[src/rtl/heq_pkg.sv]
// Package for the histogram equaliser: widths, defaults and the
// command/status structs between controller and datapath. No dependencies.
`timescale 1ns / 1ps
package heq_pkg;
  localparam int unsigned MAX_SAMPLES_DEF   = 4096;
  localparam int unsigned LEVEL_BITS_DEF    = 8;
  localparam int unsigned FRACTION_BITS_DEF = 4;
  localparam int unsigned INTENSITY_W       = 12;
  localparam int unsigned VALUE_W           = 16;
  localparam int unsigned FS_W              = 8;
  localparam int unsigned OUT_FRAC          = 8;
  localparam logic [FS_W-1:0] FS_RESET      = 8'd255;

  typedef enum logic {
    OP_LOAD = 1'b0,
    OP_EMIT = 1'b1
  } op_e;

  typedef struct packed {
    logic accept;   // word taken this cycle
    logic l_rd;     // histogram read for a load
    logic l_wr;     // histogram increment
    logic c_rd;     // cumulative sweep read
    logic c_wr;     // cumulative sweep write
    logic e_rd;     // level buffer read
    logic e_hr;     // histogram read for an emit
    logic e_mul;    // product, divider load
    logic e_div;    // one quotient bit
    logic e_out;    // result register load
  } heq_cmd_t;

  typedef struct packed {
    logic load_full;
    logic cnt_zero;
    logic emitting;
    logic rp_done;
    logic sweep_last;
    logic div_last;
    logic out_free;
  } heq_sts_t;
endpackage

[src/rtl/heq_ctrl.sv]
// Sequencer for the histogram equaliser.
// Depends on heq_pkg for the command and status structs.
`timescale 1ns / 1ps
module heq_ctrl (
  input  logic             clk_i,
  input  logic             rst_ni,
  input  logic             in_valid_i,
  input  logic             operation_i,
  input  heq_pkg::heq_sts_t sts_i,
  output logic             in_ready_o,
  output heq_pkg::heq_cmd_t cmd_o
);
  localparam logic [3:0] S_IDLE = 4'd0;
  localparam logic [3:0] S_LRD  = 4'd1;
  localparam logic [3:0] S_LWR  = 4'd2;
  localparam logic [3:0] S_CRD  = 4'd3;
  localparam logic [3:0] S_CWR  = 4'd4;
  localparam logic [3:0] S_ERD  = 4'd5;
  localparam logic [3:0] S_EHR  = 4'd6;
  localparam logic [3:0] S_EMUL = 4'd7;
  localparam logic [3:0] S_EDIV = 4'd8;
  localparam logic [3:0] S_EOUT = 4'd9;

  logic [3:0] state_q, state_d;
  logic       acc;

  assign in_ready_o = (state_q == S_IDLE);
  assign acc        = in_valid_i && in_ready_o;

  always_comb begin
    cmd_o        = '0;
    cmd_o.accept = acc;
    state_d      = state_q;
    case (state_q)
      S_IDLE: begin
        if (acc) begin
          if (operation_i == heq_pkg::OP_LOAD) begin
            state_d = sts_i.load_full ? S_IDLE : S_LRD;
          end else if (sts_i.cnt_zero) begin
            state_d = S_IDLE;
          end else if (!sts_i.emitting) begin
            state_d = S_CRD;
          end else if (sts_i.rp_done) begin
            state_d = S_IDLE;
          end else begin
            state_d = S_ERD;
          end
        end
      end
      S_LRD: begin
        cmd_o.l_rd = 1'b1;
        state_d    = S_LWR;
      end
      S_LWR: begin
        cmd_o.l_wr = 1'b1;
        state_d    = S_IDLE;
      end
      S_CRD: begin
        cmd_o.c_rd = 1'b1;
        state_d    = S_CWR;
      end
      S_CWR: begin
        cmd_o.c_wr = 1'b1;
        state_d    = sts_i.sweep_last ? S_ERD : S_CRD;
      end
      S_ERD: begin
        cmd_o.e_rd = 1'b1;
        state_d    = S_EHR;
      end
      S_EHR: begin
        cmd_o.e_hr = 1'b1;
        state_d    = S_EMUL;
      end
      S_EMUL: begin
        cmd_o.e_mul = 1'b1;
        state_d     = S_EDIV;
      end
      S_EDIV: begin
        cmd_o.e_div = 1'b1;
        state_d     = sts_i.div_last ? S_EOUT : S_EDIV;
      end
      S_EOUT: begin
        if (sts_i.out_free) begin
          cmd_o.e_out = 1'b1;
          state_d     = S_IDLE;
        end
      end
      default: state_d = S_IDLE;
    endcase
  end

  always_ff @(posedge clk_i or negedge rst_ni) begin
    if (!rst_ni) begin
      state_q <= S_IDLE;
    end else begin
      state_q <= state_d;
    end
  end
endmodule

[config.mk]
export PLATFORM = sky130hd
export DESIGN_NAME = heq_ctrl
export DESIGN_NICKNAME = d
export VERILOG_FILES = /design/src/rtl/heq_pkg.sv /design/src/rtl/heq_ctrl.sv
export SDC_FILE = /design/constraint.sdc
export NUM_CORES = 1
export LEC_CHECK = 0
export BUFFER_PORTS_ARGS = -buffer_cell sky130_fd_sc_hd__buf_2
export CAP_MARGIN = 20
export CORE_AREA = 4 4 41 43
export CTS_CLUSTER_DIAMETER = 100
export DETAILED_ROUTE_END_ITERATION = 12
export DIE_AREA = 0 0 45 47
export HOLD_SLACK_MARGIN = 0.15
export PLACE_DENSITY = 0.59
export SLEW_MARGIN = 20
export SYNTH_ARGS = -nofsm -noshare
export SYNTH_HDL_FRONTEND = slang
export SYNTH_SLANG_ARGS = --single-unit
[constraint.sdc]
create_clock -name clk_i -period 1.3 [get_ports clk_i]
set_input_delay 0.26 -clock clk_i [delete_from_list [all_inputs] [get_ports clk_i]]
set_output_delay 0.26 -clock clk_i [all_outputs]
set_load 0.005 [all_outputs]
# Word level (Yosys, flattened, before mapping)
# Index checks and enable logic that the tools add are counted.
totals:
  memories: 0
  output_inout_bits: 11
  latch_bits: 0
  ff_bits: 4
  wordCells: 35
  rom_bits: 0
  ram_bits: 0
classes:
  n_mul: 0
  n_div: 0
  mux: 20
  n_lt_le_gt_ge: 0
  n_addsub: 0
  reduce_logical: 3
  shifts: 0
  n_bitwise: 0
  eq_ne: 11
op_table:
  columns: ["op", "count"]
  rows:
  - ["one-hot mux 4 bit (9 select lines)", 1]
  - ["equality test 4 x 3 -> 1 bit, second input constant", 4]
  - ["two-way mux 3 bit", 5]
  - ["two-way mux 1 bit", 12]
  - ["equality test 4 x 2 -> 1 bit, second input constant", 2]
  - ["equality test 4 bit, second input constant", 2]
  - ["two-way mux 4 bit", 2]
  - ["equality test 4 x 1 -> 1 bit, second input constant", 1]
  - ["zero test 4 bit", 1]
  - ["!= test 2 x 1 -> 1 bit, second input constant", 1]
  - ["!= test 2 bit, second input constant", 1]
  - ["AND reduction 2 bit", 1]
  - ["logical AND 1 bit", 1]

# Longest topological paths before layout
# Gate-level depths: netlist (run 1).
depth:
  word_depth: 6
  depth_mapped: 5
  depth_no_buf: 4

# Worst setup path after synthesis (run 1)
# OpenSTA, ideal clock, no wires.
synth_timing:
  path_type: "register to output"
  start: "register state_q[0]"
  end: "output cmd_o[9] (netlist name)"
  arrival_time_ps: 1035
  path_slack_ps: 5
  path_buffers: 1
  stages_incl_launch_ff: 4
  cell_sequence: "dfrtp_1 nor4_4 and2_1 buf_4"
synth_via:
  elab_chain_cells: 2
synth_rtl:
  columns: ["item", "line", "source"]
  rows:
  - ["from (decl)", "heq_ctrl.sv:24", "logic [3:0] state_q, state_d;"]
  - ["from (signal assigned)", "heq_ctrl.sv:96", "state_q <= state_d;"]
  - ["zero test 4 bit", "heq_ctrl.sv:27", "assign in_ready_o = (state_q == S_IDLE);"]
  - ["via in_ready_o", "heq_ctrl.sv:10", "output logic in_ready_o,"]
  - ["logical AND 1 bit", "heq_ctrl.sv:28", "assign acc = in_valid_i && in_ready_o;"]
  - ["to (decl)", "heq_ctrl.sv:11", "output heq_pkg::heq_cmd_t cmd_o"]
# The timed path passes the listed nets, and every way through them passes these cells.

==> results.json, run 1 <==
{
  "grt_remaining_overflow": 0,
  "synth_top_area_frac": 0.232,
  "cts-root-buf": "sky130_fd_sc_hd__clkbuf_4",
  "vdd_drop_max_v": 0.00104,
  "worst-endpoint-arrival_ns": 1.29,
  "synth_edf_count": 0,
  "grt_pass1_wl_microns": 2040,
  "synth_sequential_area_ratio": 0.232,
  "final_max_slew_viol_count": 0,
  "synth_top_family_by_area": "simple AND/OR/NAND/NOR gates",
  "hold_violations": 0,
  "violations": "negative setup slack",
  "number_of_input_and_output_port_buffers_inserted": 21,
  "status": "finished, violations left",
  "finalHoldWorstSlack_ns": 0.234,
  "yosys.area_share.simple": 0.441,
  "clk_latency_ns": 0.23,
  "die_h_microns": 47,
  "largest_registers": "state_q: 4 flops",
  "worst-r2r-setup-slack_ns": -0.10,
  "path_clk_slew_ns": 0.04,
  "seq_power_share": 0.164,
  "synth_top_cells_by_count": "sky130_fd_sc_hd__nand2b_1 (5), sky130_fd_sc_hd__nor2_1 (5), sky130_fd_sc_hd__nor3_1 (5), sky130_fd_sc_hd__buf_4 (4), sky130_fd_sc_hd__dfrtp_1 (4)",
  "critPathMostFrequentCell": "sky130_fd_sc_hd__buf_4",
  "gp_routability_congestion": 0.683,
  "numCtsBuffers": 3,
  "avgViaCountPerCell": 5.18,
  "place.detailed.hpwl_microns": 884,
  "static_leak_uw": 0.000392,
  "worst_path_max_delay_cell": "sky130_fd_sc_hd__dfrtp_2",
  "power.switching_uw": 539,
  "crit_path_max_fo": 4,
  "worstPathRequired_ns": 1.04,
  "fraction_of_final_layout_cells_with_drive_strength_greater_than_1": 0.708,
  "drt-pass1-iter-count": 2,
  "syn-num-nets": 64,
  "all_layer_global_routing_usage": 0.135,
  "min_period_ns": 1.55,
  "maxClockFrequency_ghz": 0.644,
  "post_synthesis_compound_gate_area_fraction": 0.238,
  "cts_buffer_depth": 2,
  "hold_class": "primary input to flip-flop",
  "grt_max_degree": 8,
  "power.share.clock": 0.116,
  "slowest_delay_ns": 0.45,
  "drv_cap": 0,
  "routed-via-count": 539,
  "period_share": 1.19,
  "via_count_of_the_first_global_routing_pass": 484,
  "final_antenna_net_count": 0,
  "floorplan.initialDensity": 0.332,
  "synth.cell_area_sq_um": 432,
  "relSlewSlack": 0.805,
  "switching_share": 0.414,
  "clock_h_tree_levels": 1,
  "synth.mux.area_fraction": 0,
  "comb_power_share": 0.719,
  "cts_tree": "done",
  "postSynthCellCount": 53,
  "postSynth.topFlopCell": "sky130_fd_sc_hd__dfrtp_1",
  "synth-seq-cells": 4,
  "drt-total-wl_microns": 1450,
  "fp-row-count": 13,
  "rsz0062_at_grt": "yes",
  "mean_area_per_synthesized_cell_sq_um": 8.14,
  "yosys_warnings": 0,
  "yosys-top-cells-area": "sky130_fd_sc_hd__dfrtp_1 (23%), sky130_fd_sc_hd__nand2b_1 (7.2%), sky130_fd_sc_hd__buf_4 (7.0%), sky130_fd_sc_hd__nor3_1 (5.8%), sky130_fd_sc_hd__nor4_4 (4.9%)",
  "pin_count": 22,
  "cp-start-kind": "flip-flop",
  "area_delta_synth_final_pct": 89.6,
  "core_region_area_sq_um": 1300,
  "p_int_uw": 762,
  "post_synth_fa_ha_maj_area_fraction": 0,
  "registers.top_by_ff_count": "state_q",
  "post_synth_xor_area_fraction": 0,
  "max_slew.worst_pin.slew_ns": 0.291,
  "power-per-cell-area_nw_per_um2": 1590,
  "drt-initial-drc-count": 9,
  "dieWidth_microns": 45,
  "fin_setup_tns_ns": -2.09,
  "async_reset_ff_frac": 1.00,
  "largest_reg_flops": 4,
  "timing.setup.critical_path_class": "flip-flop to primary output",
  "worstPathCellList": "buf_4 -> buf_4 -> nor3_2 -> buf_2",
  "synth.largest_area_cell": "sky130_fd_sc_hd__dfrtp_1",
  "antenna_found_initial": 0,
  "tritoncts_num_sinks": 4,
  "layout_setup_ws_ns": -0.253,
  "synth_cell_type_count": 27,
  "clock_skew_ns": 0.00104,
  "die_area_sq_um": 2120,
  "route.detailed.wl_per_inst_microns": 13.9,
  "setup_viol": 14,
  "fillerInstances": 110,
  "antenna_cells_inserted": 0,
  "final_net_count": 102,
  "drt_drc_violations_left": 0,
  "endpoint_kind": "primary output"
}
-- kinds of logic after synthesis --
| kind of cell | Yosys count |
|---|---|
| AO/OA/AOI/OAI | 14 |
| buffers and inverters | 6 |
| flip-flops | 4 |
| AND/OR/NAND/NOR | 29 |
-- per-stage QoR --
stage,std cells,utilization,instance area (sq um),power [uW],worst slack (ns)
detailed placement,93,0.452,588,831,-0.0373
finish,104,0.629,818,1300,-0.253
CTS,101,0.555,722,1170,-0.225
floorplan,53,-,432,628,0.00536
global route,104,0.629,818,1390,-0.291
global placement,93,0.452,588,824,-0.0298
-- path summary, 6_finish.rpt --
check                      startpoint    endpoint  cells past startpoint
max in group asynchronous      rst_ni  state_q[3]                      2
hold reg to reg            state_q[2]  state_q[0]                      3
min in group asynchronous      rst_ni  state_q[2]                      2
setup / recovery           state_q[2]    cmd_o[8]                      4
hold / removal               sts_i[0]  state_q[0]                      2
setup reg to reg           state_q[3]  state_q[2]                      6
-- repair_timing --
action	in CTS	in global routing
hold buffers	1	0
endpoints found under the hold margin	4	0
gates resized for setup	17	16
endpoints found under the setup margin	13	14
pin swaps	6	7
setup buffers	4	4
-- power by group through the flow --
stage / Sequential [uW] / Combinational [uW] / Clock, uW
floorplan: 200 / 428 / 0
global placement: 214 / 610 / 0
detailed placement: 213 / 619 / 0
CTS: 212 / 796 / 161
global route: 214 / 1010 / 169
finish: 214 / 936 / 152
-- area by class of cell --
| cell class | instances | area (sq um) | share of cell area |
|---|---|---|---|
| well taps | 15 | 18.8 | 0.0229 |
| flip-flops and latches | 4 | 103 | 0.125 |
| clock buffers | 3 | 22.5 | 0.0275 |
| repair buffers | 38 | 254 | 0.310 |
| inverters | 1 | 3.75 | 0.00459 |
| multi-input cells | 43 | 417 | 0.509 |
-- per-layer routing --
metal | vias up | GRT usage | routed length (microns)
li1 | 261 | - | -
met1 | 268 | 0.152 | 585
met2 | 8 | 0.251 | 808
met3 | 2 | 0.0115 | 32
met4 | 0 | 0.0702 | 19
met5 | - | 0 | 0
-- critical path: cells and delay by family, from the launching register on --
family	cells	cell delay [ns]
flip-flops	1	0.45
AND/OR/NAND/NOR	1	0.15
buffers and inverters	3	0.46
-- cell usage in the layout, fill, tap and decap left out, types with 2 or more instances in the layout --
cell and instances:
sky130_fd_sc_hd__buf_2 21, sky130_fd_sc_hd__buf_4 11, sky130_fd_sc_hd__buf_6 5, sky130_fd_sc_hd__nand2b_4 3, sky130_fd_sc_hd__clkbuf_4 3, sky130_fd_sc_hd__nor2b_4 2
sky130_fd_sc_hd__nor2_4 2, sky130_fd_sc_hd__nor3_1 2, sky130_fd_sc_hd__nor2_1 2, sky130_fd_sc_hd__nor3_4 2, sky130_fd_sc_hd__o21a_1 2, sky130_fd_sc_hd__nand2_1 2
sky130_fd_sc_hd__nand2b_1 2, sky130_fd_sc_hd__a21oi_1 2, sky130_fd_sc_hd__o21ai_1 2, sky130_fd_sc_hd__dfrtp_1 2, sky130_fd_sc_hd__dfrtp_2 2
Note: power is estimated with default switching activity, not from simulation.
==> run 2: changes to the inputs <==
Clock period 1.3 ns to 1.7 ns, I/O delays scaled along.
==> run 2 against run 1 <==
- the run now ends clean
- critical path depth is the same
- clock skew barely moved
- non-clock buffer count is 9 lower
- critical path type unchanged
- first-iteration DRC count is 67% lower
- sequential share of layout area up 4.4 points
- global-route usage fell by 3.1 points
- via count shrank 14%
- sequential cell count unchanged
- clock power fell by 25%
- clock-buffer cell count stayed put
- register-to-register slack better by 0.41 ns
==> results.json, run 2 (same netlist as run 1, synthesis figures left out) <==
{
  "status": "completed",
  "setup_viol": 0,
  "pin_count": 22,
  "fin_setup_tns_ns": 0,
  "largest_reg_flops": 4,
  "cp-start-kind": "flip-flop",
  "worstRegToRegCells": 3,
  "core_region_area_sq_um": 1300,
  "path_clk_slew_ns": 0.04,
  "grt_remaining_overflow": 0,
  "die_area_sq_um": 2120,
  "hold_violations": 0,
  "worst_path_max_delay_cell": "sky130_fd_sc_hd__dfrtp_2",
  "cts_tree": "done",
  "registers.top_by_ff_count": "state_q",
  "final_common_cell": "sky130_fd_sc_hd__buf_2",
  "rr_startpoint": "state_q[0]",
  "final_antenna_net_count": 0,
  "floorplan.initialDensity": 0.332,
  "clock_skew_ns": 0.00143,
  "tritoncts_num_sinks": 4,
  "area_delta_synth_final_pct": 42.3,
  "hold_class": "primary input to flip-flop",
  "slowest_delay_ns": 0.45,
  "period_share": 0.941,
  "worst-r2r-setup-slack_ns": 0.31,
  "fillerInstances": 151,
  "place.detailed.hpwl_microns": 781,
  "drt-total-wl_microns": 1010,
  "clock_h_tree_levels": 1,
  "grt_pass1_wl_microns": 1610,
  "worstReg2RegEnd": "state_q[2]",
  "rsz0062_at_grt": "no",
  "avgViaCountPerCell": 4.86,
  "worst_setup_path_endpoint": "cmd_o[8]",
  "power-per-cell-area_nw_per_um2": 1200,
  "maxClockFrequency_ghz": 0.625,
  "max_slew.worst_pin.slew_ns": 0.323,
  "drv_cap": 0,
  "clk_latency_ns": 0.23,
  "routed-via-count": 462,
  "cp_top_family": "flip-flops",
  "grt_max_degree": 14,
  "static_leak_uw": 0.000312,
  "all_layer_global_routing_usage": 0.104,
  "numCtsBuffers": 3,
  "timing.hold.worst_path_depth": 2,
  "worstPathCellList": "buf_4 -> nand2b_1 -> nor3_2 -> buf_2",
  "dieWidth_microns": 45,
  "fp-row-count": 13,
  "fraction_of_final_layout_cells_with_drive_strength_greater_than_1": 0.513,
  "worst-path-stages": 4,
  "route.detailed.wl_per_inst_microns": 10.7,
  "vdd_drop_max_v": 0.000603,
  "cts_buffer_depth": 2,
  "worst-endpoint-arrival_ns": 1.26,
  "endpoint_kind": "primary output",
  "die_h_microns": 47,
  "final_net_count": 93,
  "drt_drc_violations_left": 0,
  "crit_path_max_fo": 8,
  "via_count_of_the_first_global_routing_pass": 412,
  "number_of_input_and_output_port_buffers_inserted": 21,
  "antenna_cells_inserted": 0,
  "final_max_slew_viol_count": 0,
  "cts-root-buf": "sky130_fd_sc_hd__clkbuf_4",
  "antenna_found_initial": 0,
  "drt-initial-drc-count": 3,
  "layout_setup_ws_ns": 0.101,
  "critical_path.startpoint": "state_q[1]",
  "timing.setup.critical_path_class": "flip-flop to primary output",
  "relSlewSlack": 0.782,
  "gp_routability_congestion": 0.705,
  "cp_num_buf_inv": 2,
  "min_period_ns": 1.60,
  "drt-pass1-iter-count": 3,
  "largest_registers": "state_q: 4 flops",
  "worstPathRequired_ns": 1.36,
  "pre_cts_ws_ns": 0.229,
  "most_used_cells_in_the_layout_excluding_fill_and_tap_cells": "sky130_fd_sc_hd__buf_2 (21), sky130_fd_sc_hd__buf_4 (6), sky130_fd_sc_hd__nand2b_1 (5), sky130_fd_sc_hd__nor2_1 (5), sky130_fd_sc_hd__nor3_1 (4)"
}
## run 2: layout make-up
| class | count | area, sq um | area share |
|---|---|---|---|
| repair buffers | 29 | 165 | 0.269 |
| well taps | 15 | 18.8 | 0.0305 |
| inverters | 1 | 3.75 | 0.00611 |
| multi-input cells | 43 | 300 | 0.489 |
| flip-flops and latches | 4 | 104 | 0.169 |
| clock buffers | 3 | 22.5 | 0.0367 |
## run 2: metrics by stage
step	cells	total power [uW]	util	hold WS, ns	instance area, sq um
detailed placement	86	581	0.412	0.146	536
CTS	91	729	0.444	0.316	578
global route	95	814	0.472	0.335	614
finish	95	739	0.472	0.328	614
global placement	86	585	0.412	0.144	536
floorplan	53	481	-	0.0444	432
## run 2: routing by layer
metal  global-route usage  part of all wire  vias up
met5                    0                 0        -
met4               0.0702             0.015        0
met3               0.0307             0.038        2
met2                0.167              0.52        6
met1                0.119              0.43      211
li1                     -                 -      243
## run 2: worst min path at each step
stage / slack [ns] / start / to
global route: 0.33 / sts_i[0] / state_q[0]
floorplan: 0.04 / rst_ni / state_q[0]
global placement: 0.14 / rst_ni / state_q[2]
detailed placement: 0.15 / rst_ni / state_q[1]
CTS: 0.32 / sts_i[0] / state_q[0]
finish: 0.33 / sts_i[0] / state_q[0]
## run 2: where the power goes
part	switching, uW	total (uW)	internal [uW]	leakage [uW]
logic	187	440	252	0.000248
registers	61.5	185	124	0.0000496
clock network	35.5	114	78.7	0.0000138
total	284	739	455	0.000312
## run 2: what timing repair did
item                                    in CTS  in global routing
buffers inserted                             1                  4
resized for setup                            2                  3
hold buffers                                 1                  0
hold endpoints to repair                     4                  0
pin swaps                                    1                  0
endpoints found under the setup margin       4                  7
## run 2: worst reg2reg max path: cells and delay by family, from the launching register on
family                 cells  cell delay, ns
AOI/OAI and AO/OA          2            0.62
buffers and inverters      1            0.21
DFF                        1            0.48
==> run 3: changes to the inputs <==
Settings changed: RECOVER_POWER set to 50.
==> run 3 against run 2 <==
- non-clock buffer count stayed put
- worst setup slack better by 0.0040 ns
- final area is 1.4% lower
- clock skew is 0.0012 ns higher
- critical path depth stayed put
- clock-buffer cell count stayed put
- largest cell class unchanged
- largest power group unchanged
- highest routed layer unchanged
==> results.json, run 3 (same netlist as run 1, synthesis figures left out) <==
{
  "gp_routability_congestion": 0.705,
  "rr_startpoint": "state_q[0]",
  "endpoint_kind": "primary output",
  "power-per-cell-area_nw_per_um2": 1190,
  "all_layer_global_routing_usage": 0.104,
  "grt_pass1_wl_microns": 1610,
  "floorplan.initialDensity": 0.332,
  "fp-row-count": 13,
  "max_slew.worst_pin.slew_ns": 0.456,
  "status": "completed",
  "drt-pass1-iter-count": 3,
  "finalHoldWorstSlack_ns": 0.328,
  "numCtsBuffers": 3,
  "timing.hold.worst.start": "sts_i[0]",
  "clock_h_tree_levels": 1,
  "multi_input_area_sq_um": 293,
  "dieWidth_microns": 45,
  "fillerInstances": 153,
  "crit_path_max_fo": 8,
  "rsz0062_at_grt": "no",
  "path_clk_slew_ns": 0.04,
  "area.sequential_sq_um": 104,
  "place.detailed.hpwl_microns": 781,
  "vdd_drop_max_v": 0.000579,
  "fin_setup_tns_ns": 0,
  "relSlewSlack": 0.692,
  "antenna_found_initial": 0,
  "fraction_of_final_layout_cells_with_drive_strength_greater_than_1": 0.488,
  "setup_viol": 0,
  "cts-root-buf": "sky130_fd_sc_hd__clkbuf_4",
  "number_of_input_and_output_port_buffers_inserted": 21,
  "final_net_count": 93,
  "routed-via-count": 457,
  "cts_tree": "done",
  "drv_cap": 0,
  "hold_violations": 0,
  "timing.setup.critical_path_class": "flip-flop to primary output",
  "grt_max_degree": 14,
  "timing.hold.worst_path_depth": 2,
  "core_region_area_sq_um": 1300,
  "area_delta_synth_final_pct": 40.3,
  "worstRegToRegCells": 4,
  "static_leak_uw": 0.000303,
  "drt_drc_violations_left": 0,
  "final_max_slew_viol_count": 0,
  "cp-start-kind": "flip-flop",
  "maxClockFrequency_ghz": 0.627,
  "route.detailed.wl_per_inst_microns": 10.7,
  "pre_cts_ws_ns": 0.229,
  "pin_count": 22,
  "grt_remaining_overflow": 0,
  "drt-initial-drc-count": 6,
  "clk_latency_ns": 0.23,
  "worstPathCellList": "buf_4 -> nand2b_1 -> nor3_2 -> buf_2",
  "antenna_cells_inserted": 0,
  "most_used_cells_in_the_layout_excluding_fill_and_tap_cells": "sky130_fd_sc_hd__buf_2 (20), sky130_fd_sc_hd__buf_4 (6), sky130_fd_sc_hd__nand2b_1 (5), sky130_fd_sc_hd__nor2_1 (5), sky130_fd_sc_hd__nor3_1 (4)",
  "tritoncts_num_sinks": 4,
  "worst_path_max_delay_cell": "sky130_fd_sc_hd__dfrtp_2",
  "final_common_cell": "sky130_fd_sc_hd__buf_2",
  "cp_num_buf_inv": 2,
  "period_share": 0.938,
  "largest_registers": "state_q: 4 flops",
  "hold_class": "primary input to flip-flop",
  "cp_top_family": "flip-flops",
  "slowest_delay_ns": 0.44,
  "die_h_microns": 47,
  "worstReg2RegEnd": "state_q[0]",
  "cts_buffer_depth": 2,
  "avgViaCountPerCell": 4.81,
  "registers.top_by_ff_count": "state_q",
  "worst-r2r-setup-slack_ns": 0.16,
  "worstPathRequired_ns": 1.36,
  "worst-endpoint-arrival_ns": 1.25,
  "clock_skew_ns": 0.00264,
  "min_period_ns": 1.59,
  "drt-total-wl_microns": 1020,
  "final_antenna_net_count": 0,
  "whs_endpoint": "state_q[0]",
  "die_area_sq_um": 2120,
  "largest_reg_flops": 4,
  "layout_setup_ws_ns": 0.105,
  "via_count_of_the_first_global_routing_pass": 412
}
[run 3: changes by cell type in the layout (fill, tap and decap cells not counted)]
cell / before / now
sky130_fd_sc_hd__clkbuf_1: 0 / 1
sky130_fd_sc_hd__a21boi_1: 1 / 0
sky130_fd_sc_hd__o21ai_0: 1 / 2
sky130_fd_sc_hd__a21boi_0: 0 / 1
sky130_fd_sc_hd__o41ai_2: 1 / 0
sky130_fd_sc_hd__o21ai_1: 2 / 1
sky130_fd_sc_hd__o41ai_1: 0 / 1
sky130_fd_sc_hd__buf_2: 21 / 20
[run 3: layout make-up]
type,count,share of cell area
inverters,1,0.00620
flip-flops and latches,4,0.171
well taps,15,0.0310
clock buffers,3,0.0372
repair buffers,29,0.271
multi-input cells,43,0.483
[run 3: metal layers]
layer	GRT usage	up-vias	wire length (microns)
met2	0.167	6	531
met3	0.0307	2	41
met1	0.119	206	427
met5	0	-	0
li1	-	243	-
met4	0.0702	0	15
[run 3: power breakdown]
part           switching [uW]  internal, uW
combinational             183           243
clock                    36.5          78.8
sequential               58.7           124
total                     278           445
[run 3: worst max path at each step]
stage | start | end | cells after the start
after floorplan | state_q[0] | cmd_o[9] | 3
after global placement | state_q[0] | cmd_o[9] | 3
after detailed placement | state_q[2] | cmd_o[2] | 3
after CTS | state_q[2] | cmd_o[9] | 3
after global routing | state_q[1] | cmd_o[4] | 4
final | state_q[1] | cmd_o[8] | 4
[run 3: metrics by stage]
stage,power (uW),cell area [sq um],utilization,cells
after floorplan,481,432,-,53
after global placement,585,536,0.412,86
after detailed placement,581,536,0.412,86
final,724,606,0.465,95
after CTS,729,578,0.444,91
after global routing,798,606,0.465,95
[run 3: timing repair]
| item | CTS | global route |
|---|---|---|
| endpoints found under the setup margin | 4 | 7 |
| pin swaps | 1 | 0 |
| hold buffers | 1 | 0 |
| buffers inserted | 1 | 4 |
| resized for setup | 2 | 3 |
| hold endpoints to repair | 4 | 0 |
